$ cat config.mk
export PLATFORM = sky130hd
export DESIGN_NAME = pgtk_fifo
export DESIGN_NICKNAME = d
export VERILOG_FILES = /design/src/pgtk_pkg.sv /design/src/pgtk_fifo.sv
export SDC_FILE = /design/constraint.sdc
export NUM_CORES = 1
export LEC_CHECK = 0
export ABC_AREA = 1
export BUFFER_PORTS_ARGS = -buffer_cell sky130_fd_sc_hd__buf_2
export CAP_MARGIN = 5
export CORE_MARGIN = 3
export CORE_UTILIZATION = 57
export DETAILED_ROUTE_END_ITERATION = 10
export HOLD_SLACK_MARGIN = 0.15
export PLACE_DENSITY_LB_ADDON = 0.2
export SLEW_MARGIN = 30
export SYNTH_ARGS = -nofsm -noshare
export SYNTH_HDL_FRONTEND = slang
export SYNTH_SLANG_ARGS = --single-unit
$ cat constraint.sdc
create_clock -name clk -period 5.95 [get_ports clk]
set_input_delay 0.2975 -clock clk [delete_from_list [all_inputs] [get_ports clk]]
set_output_delay 0.2975 -clock clk [all_outputs]
set_load 0.01 [all_outputs]
$ cat src/pgtk_pkg.sv
// Shared types and constants for the per-group top-k selection block.
package pgtk_pkg;

  localparam int DEF_MAX_REGIONS = 256;
  localparam int DEF_MAX_IMAGES  = 16;
  localparam int DEF_MAX_KEEP    = 64;

  localparam int SCORE_W = 16;
  localparam int IMG_W   = 4;
  localparam int QUOTA_W = 7;
  localparam int ICNT_W  = 5;
  localparam int KEEP_W  = 7;
  localparam int PROD_W  = QUOTA_W + ICNT_W;
  localparam int INDEX_W = 8;
  localparam int FIFO_DEPTH = 4;

  localparam logic CFG_QUOTA  = 1'b0;
  localparam logic CFG_IMAGES = 1'b1;

  // word passed from front to back
  typedef struct packed {
    logic signed [SCORE_W-1:0] score;
    logic [IMG_W-1:0]          img;
    logic                      ok;
    logic                      last;
  } item_t;

  typedef struct packed {
    logic [QUOTA_W-1:0] quota;
    logic [ICNT_W-1:0]  images;
  } cfg_t;

endpackage

$ cat src/pgtk_fifo.sv
// Small queue between the front and the back.
module pgtk_fifo (
  input  logic           clk,
  input  logic           rst_n,
  input  logic           push,
  input  pgtk_pkg::item_t push_data,
  output logic           full,
  input  logic           pop,
  output pgtk_pkg::item_t pop_data,
  output logic           empty
);

  localparam int PW = $clog2(pgtk_pkg::FIFO_DEPTH);

  pgtk_pkg::item_t mem [pgtk_pkg::FIFO_DEPTH];
  logic [PW:0] wr_ptr_r, rd_ptr_r;

  assign empty    = (wr_ptr_r == rd_ptr_r);
  assign full     = (wr_ptr_r[PW-1:0] == rd_ptr_r[PW-1:0]) && (wr_ptr_r[PW] != rd_ptr_r[PW]);
  assign pop_data = mem[rd_ptr_r[PW-1:0]];

  always_ff @(posedge clk) begin
    if (push && !full) begin
      mem[wr_ptr_r[PW-1:0]] <= push_data;
    end
  end

  always_ff @(posedge clk) begin
    if (!rst_n) begin
      wr_ptr_r <= '0;
      rd_ptr_r <= '0;
    end else begin
      if (push && !full) wr_ptr_r <= wr_ptr_r + 1'b1;
      if (pop && !empty) rd_ptr_r <= rd_ptr_r + 1'b1;
    end
  end

endmodule

# Yosys cells after proc, flatten, opt, wreduce, memory -nomap -nowiden
# Memory sizes are Yosys's and may differ from the RTL's. A register that Yosys moved wholly into a read port is not among the register bits.
# Cells that the tools add are included.
# totals
in_bits	26
register_bits	6
out_inout_bits	24
elab_cells	17
memories	1
ramBits	88
# op_classes
addsub	2
eq_ne	3
mux	4
n_reduce_logical	5
# mem_list
memory	words	width	rd	rd_ports_with_merged_regs	write_ports	line_no	rtl
mem	4	22	1	1	1	pgtk_fifo.sv:15	pgtk_pkg::item_t mem [pgtk_pkg::FIFO_DEPTH];
# op_table
operator	count
$add A3 B1 Y3 const B	2
$mux W2	2
$eq A3 B3 Y1	1
$logic_and A1 B1 Y1	3
$eq A2 B2 Y1	1
$logic_not A1 Y1	2
$mux W1	2
$ne A1 B1 Y1	1

# Logic depth before layout (Yosys ltp)
# logic_depth
ltp_word	6
depth_mapped	7
ltp_nobuf	7

# Worst setup path after synthesis
# Ideal clock, no wire load.
# synth_path
kind	flip-flop to flip-flop
start	register wr_ptr_r[0]
end	memory mem[0][0] (netlist name), enable pin
t_arrival_ns	1.738
setup_slack_ns	3.812
period_less_slack_ns	2.138
setup_ns	0.401
path_buffers	0
stages_incl_launch_ff	7
path_cell_list	dfxtp_1 > inv_1 > nand2_2 > nand2_4 > nand3_4 > nand2_2 > nor2_1
# synth_via
elab_chain_cells	6
# synth_rtl
element	line_no	rtl
from (decl)	pgtk_fifo.sv:16	logic [PW:0] wr_ptr_r, rd_ptr_r;
from (signal assigned)	pgtk_fifo.sv:33	if (push && !full) wr_ptr_r <= wr_ptr_r + 1'b1;
$eq A2 B2 Y1	pgtk_fifo.sv:19	assign full = (wr_ptr_r[PW-1:0] == rd_ptr_r[PW-1:0]) && (wr_ptr_r[PW] != rd_ptr_r[PW]);
$logic_and A1 B1 Y1	pgtk_fifo.sv:19	
$logic_not A1 Y1	pgtk_fifo.sv:23	if (push && !full) begin
$logic_and A1 B1 Y1	pgtk_fifo.sv:23	
$mux W1	pgtk_fifo.sv:23	
$mux W1 (implied by the code)	pgtk_fifo.sv:24	mem[wr_ptr_r[PW-1:0]] <= push_data;
to (decl)	pgtk_fifo.sv:15	
# Parallel ways exist; a longest one is shown, timed or not.

==> metrics.txt <==
Rel. slew slack 49.74%; largest family of logic cells by synthesized area compound AO/OA/AOI/OAI gates; count leader, synth edfxtp_1; CP Class reg -> out; post-synthesis mux area share 0%; Tcrit/Tclk final 47.43%; Total Wirelength 6653 µm; GRT overflow 0; worst hold path class in -> reg; TritonCTS Buffers 9; num rows 29; simple-gate portion of the synthesized area 10.01%; Leakage approximately 1.6 nW; Area Overhead vs Synth 15.45%; maxcap violations 0; Hold Slack around 0.16 ns; clock root cell clkbuf_8; reg2reg path depth 6; Power per Cell Area around 330 nW/µm²; Final setup viols 0; CP max FO 23; drt drc 0; Post-Syn Area ~3800 µm²; initial antenna violation count 0; die area 7633 µm²; Hold Path Sink mem[3][16]; post-synthesis adder-cell area fraction under 10%; CP Capture Type output pin; Avg Inst Size Synth between 10 and 15 µm²; clk sinks 96; GRT Util Overall between 10% and 20%; final setup skew 0.007240 ns; CP Cell Sequence clkinv_1 -> o21ai_1 -> o22ai_1 -> buf_2; startpoint types flip-flop; top cells by instance count after synthesis 88 x edfxtp_1, 54 x nor2_1, 35 x o21ai_0; post-route ant nets 0; R2R Path End mem[3][12]; Gates resized, CTS repair 0; # IOs 50; die boundary width a little under 90 µm; TritonRoute pass-1 iters 4; setup total negative slack 0 ns; r2r startpoint wr_ptr_r[0]; port bufs between 40 and 50; Slew Viols, Final 0; worst-case clock buffer depth 2; CP max stage delay slightly above 0.8 ns; Post-synth EDFFs between 80 and 90; Max IR drop VDD between 0.00015 and 0.0002 V; initial DRC count between 100 and 150; H-tree depth 3; layout cells sized above 1 23.30%; RSZ-0062 raised after global routing false; Fmax roughly 350 MHz; Yosys reg bits 96; Core ar. around 6400 µm²; fill cell count roughly 450; vias per inst 5.527; Tmin final 2.822 ns; post-synthesis compound-gate area fraction about a tenth; status finished, final reports clean; final number of hold-violating endpoints 0; Synth top area share 70.03%; Worst Path Required 5.65 ns; Synth Area in XOR/XNOR 0%; cells after synthesis 288; Least-Margin Pin Slew ~0.75 ns; ANT cells 0; cell taking the most area after synthesis edfxtp_1; hold_sp push_data[16]; Reg2Reg Setup Slack ~4.3 ns; Starting Density between 50% and 60%; WL per Instance approximately 16 µm; first-pass GRT wire length 10700 µm; pin count of the biggest net entering global routing 45; vias between 2000 and 2500; final net count approximately 380; Top FF cell, synth edfxtp_1; synth top area cells edfxtp_1 70%, nor2_1 5.4%, o21ai_0 4.6%; Slowest-stage cell, CP dfxtp_1; post-synthesis sequential area ratio 74.27%; CTS tree yes; die extent in y just under 90 µm; clock latency at the later pin of the worst-skew pair between 0.3 and 0.4 ns; Warnings, synthesis 0; vias in the first global route approximately 2300; Post-Syn Nets ~320; hold path depth 1; Clock transition at path regs ~0.090 ns; HPWL Detailed around 3900 µm; WP data arrival 2.52 ns; Distinct cells, synth 20; fraction of registers with async set/reset 0%; placer congestion estimate just over 0.7
[how the worst max path moves through the flow]
stage	start	to	slack [ns]
final	flip-flop	pop_data[15]	3.13
after global routing	flip-flop	pop_data[4]	2.96
after CTS	flip-flop	pop_data[21]	3.12
after detailed placement	flip-flop	pop_data[21]	3.50
after global placement	flip-flop	pop_data[15]	3.58
after floorplan	wr_ptr_r[0]	mem[0][0]	3.81
[stage by stage]
step / instance area [µm²] / worst slack (ns) / util (%) / power, W / std cells
2_1_floorplan: 3774 / 3.812 / - / 0.0009453 / 288
3_3_place_gp: 4080 / 3.584 / 63.89 / 0.001022 / 405
3_5_place_dp: 4080 / 3.498 / 63.89 / 0.001027 / 405
4_1_cts: 4337 / 3.116 / 67.91 / 0.001431 / 427
5_1_grt: 4357 / 2.961 / 68.22 / 0.001491 / 429
6_report: 4357 / 3.128 / 68.22 / 0.001425 / 429
[kinds of logic after synthesis]
kind of cell    after synthesis
flops                        96
buf+inv                      31
simple gates                 84
fa+ha+maj                     5
compound gates               72
[sequential cells by signal, summed over array words and instances, names as in the netlist, named ones only]
| register | flops |
|---|---|
| rd_ptr_r | 3 |
| wr_ptr_r | 3 |
| mem | 88 |
[per-layer routing]
metal / global-route usage (%) / part of all wire [%]
met5: 0 / 0
met2: 30.68 / 51
met4: 7.252 / 1.4
met1: 23.81 / 43
met3: 4.636 / 4.7
[critical path: cells and delay by family (launching register included)]
kind | cells | cell delay [ns]
buf+inv | 2 | 0.94
flops | 1 | 0.82
compound gates | 2 | 0.42
[power by group]
| part | leakage, nW | switching (W) | internal, W |
|---|---|---|---|
| clock | 0.0968 | 0.000217 | 0.000194 |
| combinational | 0.642 | 0.000139 | 0.0000823 |
| sequential | 0.874 | 0.0000215 | 0.000771 |
| total | 1.61 | 0.000377 | 0.00105 |
[repair_timing]
item	CTS	global route
setup buffers	0	0
hold endpoints to repair	23	8
hold buffers	6	2
[area by class of cell]
class | count | area (µm²) | area share [%]
Clock buffer | 9 | 123.9 | 2.843
Clock inverter | 7 | 72.57 | 1.666
Inverter | 18 | 70.07 | 1.608
Multi-Input combinational cell | 161 | 835.8 | 19.18
Sequential cell | 96 | 2803 | 64.33
Tap cell | 77 | 96.34 | 2.211
Timing Repair Buffer | 61 | 355.3 | 8.156
[layout by cell type (no fill, tap or decap)]
cell,count
a21oi_1,6
buf_2,49
buf_4,4
bufinv_16,1
clkbuf_8,9
clkinv_1,2
clkinv_2,1
clkinv_4,3
clkinvlp_4,1
dfxtp_1,8
dlygate4sd3_1,8
edfxtp_1,88
ha_1,5
inv_1,15
inv_2,1
inv_4,1
nand2_1,15
nand2_2,5
nand2_4,2
nand3_1,6
nand3_4,2
nor2_1,51
nor2_2,3
o21ai_0,35
o21ai_1,9
o22ai_1,22
(Power assumes the default switching activity.)
