## config.mk

```make
export PLATFORM = sky130hd
export DESIGN_NAME = pgtk_front
export DESIGN_NICKNAME = d
export VERILOG_FILES = /design/src/pgtk_pkg.sv /design/src/pgtk_front.sv
export SDC_FILE = /design/constraint.sdc
export NUM_CORES = 1
export LEC_CHECK = 0
export BUFFER_PORTS_ARGS = -buffer_cell sky130_fd_sc_hd__buf_4
export CAP_MARGIN = 20
export CORE_UTILIZATION = 39
export DETAILED_ROUTE_END_ITERATION = 16
export PLACE_DENSITY = 0.92
export SYNTH_ARGS = -nofsm -noshare
export SYNTH_HDL_FRONTEND = slang
export SYNTH_SLANG_ARGS = --single-unit
```

## constraint.sdc

```tcl
create_clock -name clk -period 1.9 [get_ports clk]
set_input_delay 0.19 -clock clk [delete_from_list [all_inputs] [get_ports clk]]
set_output_delay 0.19 -clock clk [all_outputs]
set_load 0.01 [all_outputs]
```

## src/pgtk_pkg.sv

```systemverilog
// Shared types and constants for the per-group top-k selection block.
package pgtk_pkg;

  localparam int DEF_MAX_REGIONS = 256;
  localparam int DEF_MAX_IMAGES  = 16;
  localparam int DEF_MAX_KEEP    = 64;

  localparam int SCORE_W = 16;
  localparam int IMG_W   = 4;
  localparam int QUOTA_W = 7;
  localparam int ICNT_W  = 5;
  localparam int KEEP_W  = 7;
  localparam int PROD_W  = QUOTA_W + ICNT_W;
  localparam int INDEX_W = 8;
  localparam int FIFO_DEPTH = 4;

  localparam logic CFG_QUOTA  = 1'b0;
  localparam logic CFG_IMAGES = 1'b1;

  // word passed from front to back
  typedef struct packed {
    logic signed [SCORE_W-1:0] score;
    logic [IMG_W-1:0]          img;
    logic                      ok;
    logic                      last;
  } item_t;

  typedef struct packed {
    logic [QUOTA_W-1:0] quota;
    logic [ICNT_W-1:0]  images;
  } cfg_t;

endpackage

```

## src/pgtk_front.sv

```systemverilog
// Front: config registers, image id check and push into the queue.
module pgtk_front #(
  parameter int MAX_IMAGES = pgtk_pkg::DEF_MAX_IMAGES
) (
  input  logic                        clk,
  input  logic                        rst_n,
  input  logic                        cfg_we,
  input  logic                        cfg_index,
  input  logic [pgtk_pkg::QUOTA_W-1:0] cfg_wdata,
  input  logic                        in_valid,
  output logic                        in_ready,
  input  logic signed [pgtk_pkg::SCORE_W-1:0] in_score,
  input  logic [pgtk_pkg::IMG_W-1:0]  in_img,
  input  logic                        in_last_region,
  output logic                        push,
  output pgtk_pkg::item_t             push_data,
  input  logic                        full,
  output pgtk_pkg::cfg_t              cfg
);

  logic [pgtk_pkg::QUOTA_W-1:0] quota_r;
  logic [pgtk_pkg::ICNT_W-1:0]  icnt_r;
  logic [pgtk_pkg::ICNT_W-1:0]  images;

  always_ff @(posedge clk) begin
    if (!rst_n) begin
      quota_r <= pgtk_pkg::QUOTA_W'(16);
      icnt_r  <= pgtk_pkg::ICNT_W'(1);
    end else if (cfg_we) begin
      unique case (cfg_index)
        pgtk_pkg::CFG_QUOTA:  quota_r <= cfg_wdata;
        pgtk_pkg::CFG_IMAGES: icnt_r  <= cfg_wdata[pgtk_pkg::ICNT_W-1:0];
        default: ;
      endcase
    end
  end

  // clamp to the supported image count
  assign images = (int'(icnt_r) > MAX_IMAGES) ? pgtk_pkg::ICNT_W'(MAX_IMAGES) : icnt_r;

  assign cfg.quota  = quota_r;
  assign cfg.images = images;

  assign in_ready = !full;
  assign push     = in_valid && !full;

  assign push_data.score = in_score;
  assign push_data.img   = in_img;
  assign push_data.ok    = {1'b0, in_img} < images;
  assign push_data.last  = in_last_region;

endmodule

```

=== Yosys cells after proc, flatten, opt, wreduce, memory -nomap -nowiden ===
Cells that the tools add are included.

* Magnitude comparators: 2
* Multiplexer cells: 1
* Bitwise logic cells: 1
* Reductions and logical operators: 4

{| class="wikitable"
|+ Operators with widths
! operator !! number
|-
| greater-than comparator 5 bit, second input constant || 1
|-
| < comparator 4 x 5 -> 1 bit || 1
|-
| 2-to-1 mux 5 bit || 1
|-
| AND reduction 2 bit || 2
|-
| logical AND 1 bit || 1
|-
| zero test 1 bit || 1
|-
| NOT 1 bit || 1
|}

* Register bits after elaboration: 12
* Bits of input ports: 34
* Output and inout port bits: 36
* Word-level logic and storage cells: 10

=== Depth between registers and ports, before layout ===
* Depth after elaboration: 3
* Gate-level depth with buffers: 5
* Mapped depth without buffers: 5

=== Worst setup path after synthesis ===
No wires, ideal clock.

* Kind: register to output
* Start: register icnt_r[4] (netlist bit)
* End: output push_data[1] (netlist bit)
* Arrival: 1.258 ns
* Setup slack: 0.452 ns
* Cell stages (with the launch flop): 6
* Buffers on the path: 0
* Cell sequence: dfxtp_1 > nand2b_1 > ha_1 > o21ai_0 > nor2_1 > o31ai_1

{| class="wikitable"
|+ RTL lines
! what !! RTL line !! RTL
|-
| start, declared || pgtk_front.sv:22 || <nowiki>logic [pgtk_pkg::ICNT_W-1:0] icnt_r;</nowiki>
|-
| start signal, assigned || pgtk_front.sv:28 || <nowiki>icnt_r <= pgtk_pkg::ICNT_W'(1);</nowiki>
|-
| start signal, assigned || pgtk_front.sv:32 || <nowiki>pgtk_pkg::CFG_IMAGES: icnt_r <= cfg_wdata[pgtk_pkg::ICNT_W-1:0];</nowiki>
|-
| end, declared || pgtk_front.sv:16 || <nowiki>output pgtk_pkg::item_t push_data,</nowiki>
|}

==> impl_summary.txt <==
----------------------------------------------------
[Outcome]
  Result of the run ... finished, final reports clean

[Worst hold path]
  Hold Path Class ... in2reg
  WHS Path Cells ... 3
  Worst Hold Launch ... cfg_wdata[4]
  Hold Path Sink ... quota_r[4]$_SDFFE_PN1P_

[Finish]
  Sequential cell area ... 241 um2
  Antenna diodes ... 0
  Final Net Count ... 146
  Most common cell after layout, fill and taps aside ... buf_4
  Syn-to-layout area delta ... 19.3%
  Commonest cells after routing, fill and taps aside ... buf_4, nand2_1, dfxtp_1, nand3_1, a21boi_2
  Area taken by multi-input logic gates ... 327 um2
  Number of filler instances in the final layout ... 171
  Fraction of layout instances using a drive strength above 1 ... 43.5%

[Global route]
  Antenna violations before repair ... 0
  Global-route total usage across every layer ... 15.3%
  First-pass GRT wire length ... 2300 um
  Number of global-route vias before repair ... 585
  Pin count of the biggest net entering global routing ... 13
  Grt ovf ... 0

[Routing]
  WL met1 ... 560 um
  Vias per cell ... 4.74
  Final WL ... 1450 um
  First-iteration detailed-routing DRC count ... 9
  Routed wl met2 ... 751 um
  Antenna-violating nets left ... 0
  Wirelength per Cell ... 10.9 um
  TritonRoute pass-1 iters ... 4
  # DRC ... 0
  Uppermost signal routing layer after detailed routing ... met4
  Via count of the routed design ... 631
  DR WL met3 ... 114 um

[STA]
  Final setup vio count ... 0
  Pins Over Slew Limit ... 0
  Unrepaired setup endpoints after global routing ... no
  Final worst-path cycle share ... 93.7%
  Min Hold Slack ... 0.143 ns
  Total negative setup slack ... 0 ns
  Time the final worst path needs with I/O delays and setup ... 1.78 ns
  Fin Clk Skew ... 0 ns
  Hold Fails Final Rpt ... 0
  Maximum clock frequency ... 0.562 GHz
  Worst Max-Slew Pin Slew ... 0.190 ns
  Max_slew headroom ... 87.3%

[Worst setup path]
  Slowest stage delay, CP ... 0.35 ns
  Slack of the worst reg-to-reg path ... 1.24 ns
  Reg2reg path depth ... 2
  Startpoint of the most critical setup path ... icnt_r[4]$_SDFFE_PN0P_
  Kind of start point of the critical path ... flip-flop
  Req. time, crit path ... 1.71 ns
  Slowest library cell on the worst path ... dfxtp_2
  Max FO, Critical Path ... 7
  Crit Path Category ... reg2out
  Reg-to-reg endpoint ... icnt_r[4]$_SDFFE_PN0P_
  Critical Path, Cell by Cell ... nand2b_1 > ha_1 > nor3b_1 > nor2_1 > o31ai_1 > buf_4
  CP endpoint kind ... output pin
  Signal arrival time at the worst endpoint ... 1.59 ns
  Critical register-to-register path startpoint ... icnt_r[4]$_SDFFE_PN0P_

[Power]
  P per Cell Area ... 663 nW/um2
  Part of the power in the clock network ... 33.5%
  Static leakage ... 0.438 nW
  Max rail drop VDD ... 338 uV
  Combinational group share of total power ... 21.6%
  Internal power of the cells ... 0.000454 W
  Sw power ... 0.000152 W
  Fraction of power spent switching nets ... 25.0%
  Fraction of power consumed by sequential logic ... 44.9%

[Floorplan]
  Die boundary height ... 46.3 um
  Number of I/O pins ... 70
  Die extent in x ... 46.3 um
  Core Footprint ... 1780 um2
  FP Rows ... 15
  Initial Util ... 42.9%
  Area of the die ... 2140 um2

[Logic synthesis]
  Synth Instances ... 94
  Synth warnings ... 0
  Combinational family with the most area after synthesis ... buffers and inverters
  Portion of the post-synthesis area used by sequential elements ... 31.4%
  Adder-cell area share of the yosys netlist ... 4.90%
  Simple-gate area share of the yosys netlist ... 23.9%
  XOR/XNOR Fraction of Synth Area ... 0%
  Summed instance area of the synthesized netlist ... 766 um2
  Count of cell types in the netlist ... 20
  Post-Synthesis Net Count ... 131
  Fraction of synthesized area in multiplexers ... 0%
  Mean instance size in the synthesized netlist ... 8.15 um2
  Synthesized-area fraction occupied by ao, oa, aoi and oai cells ... 13.9%
  Total of flip-flops plus latches after synthesis ... 12

[Job]
  Max_cap viols ... 0

[Clocking]
  TritonCTS clock tree ... yes
  Number of buffers created by CTS ... 3
  Clock-pin slew on the worst setup and hold paths ... 0.07 ns
  Clock Path Buffers ... 2
  Sink Count ... 12
  Count of hold-fix buffers inserted at cts ... 0
  Maximum level of the CTS H-tree ... 1
  Clock root buffer ... clkbuf_4
  Clock Latency Late Sink ... 0.27 ns

[Placed design]
  GPL Wtd Cong ... 0.694
  Placed wire-length estimate after detailed placement ... 1220 um
  IO Port Bufs ... 35

----------------------------------------------------
cells in the mapped netlist (all sizes together):
| master | instances | area share [%] |
|---|---|---|
| inv | 4 | 2.0 |
| clkbuf | 1 | 0.49 |
| o21ai | 1 | 0.65 |
| o31ai | 1 | 0.98 |
| ha | 3 | 4.9 |
| a21boi | 10 | 12 |
| buf | 24 | 24 |
| dfxtp | 12 | 31 |
| nand2 | 20 | 9.8 |
| nor3b | 1 | 0.98 |
| nand2b | 4 | 3.6 |
| nand3 | 7 | 4.6 |
| nor2 | 3 | 1.5 |
| nor2b | 3 | 3.4 |
power by group through the flow:
stage | Combinational [W] | Sequential [W] | Clock, W
floorplan | 0.000105 | 0.000279 | 0
global placement | 0.000128 | 0.000277 | 0
detailed placement | 0.000132 | 0.000277 | 0
CTS | 0.000132 | 0.000272 | 0.000205
global route | 0.000146 | 0.000274 | 0.000213
finish | 0.000131 | 0.000272 | 0.000203
cell families (layout without fill, tap and decap cells):
logic type / after synthesis / after routing
compound gates: 12 / 12
fa+ha+maj: 3 / 3
buf+inv: 29 / 43
flops: 12 / 12
simple gates: 38 / 38
state kept, by name, indices dropped and copies added (netlist names):
name and cells:
quota_r 7, icnt_r 5
timing repair:
item / in CTS / in global routing
endpoints found under the setup margin: 0 / 1
buffers inserted: 0 / 0
resized for setup: 0 / 2
per-stage QoR:
stage	area (um2)	setup WS (ns)	utilization (%)	total power, W	std cells
after floorplan	766	0.452	-	0.000384	94
after global placement	876	0.422	49.1	0.000405	129
after detailed placement	876	0.374	49.1	0.000409	129
after CTS	912	0.0691	51.2	0.000609	133
after global routing	913	0.00343	51.2	0.000633	133
final	913	0.119	51.2	0.000605	133
critical path, delay by kind of cell, from the launching register on:
kind | cells | cell delay [ns]
flops | 1 | 0.35
simple gates | 3 | 0.42
fa+ha+maj | 1 | 0.20
buf+inv | 1 | 0.16
compound gates | 1 | 0.19
final cells by class:
type / instances / area share, %
timing repair buffer: 35 / 28.8
multi-input combinational: 53 / 35.8
clock buffer: 4 / 3.97
sequential: 12 / 26.4
inverter: 4 / 1.64
tap: 25 / 3.42
how the worst max path moves through the flow:
stage	depth (start not counted)	slack, ns	end
after global placement	6	0.42	push_data[1]
final	6	0.12	push_data[1]
after CTS	6	0.07	push_data[1]
after global routing	6	0.003	push_data[1]
after detailed placement	6	0.37	push_data[1]
after floorplan	5	0.45	push_data[1]
routing by layer:
layer,vias to the layer above,track usage [%]
met4,0,7.65
met5,-,0
met1,292,14.2
met3,3,3.14
li1,307,-
met2,29,30.3
Power figures use the tool's default switching activity.
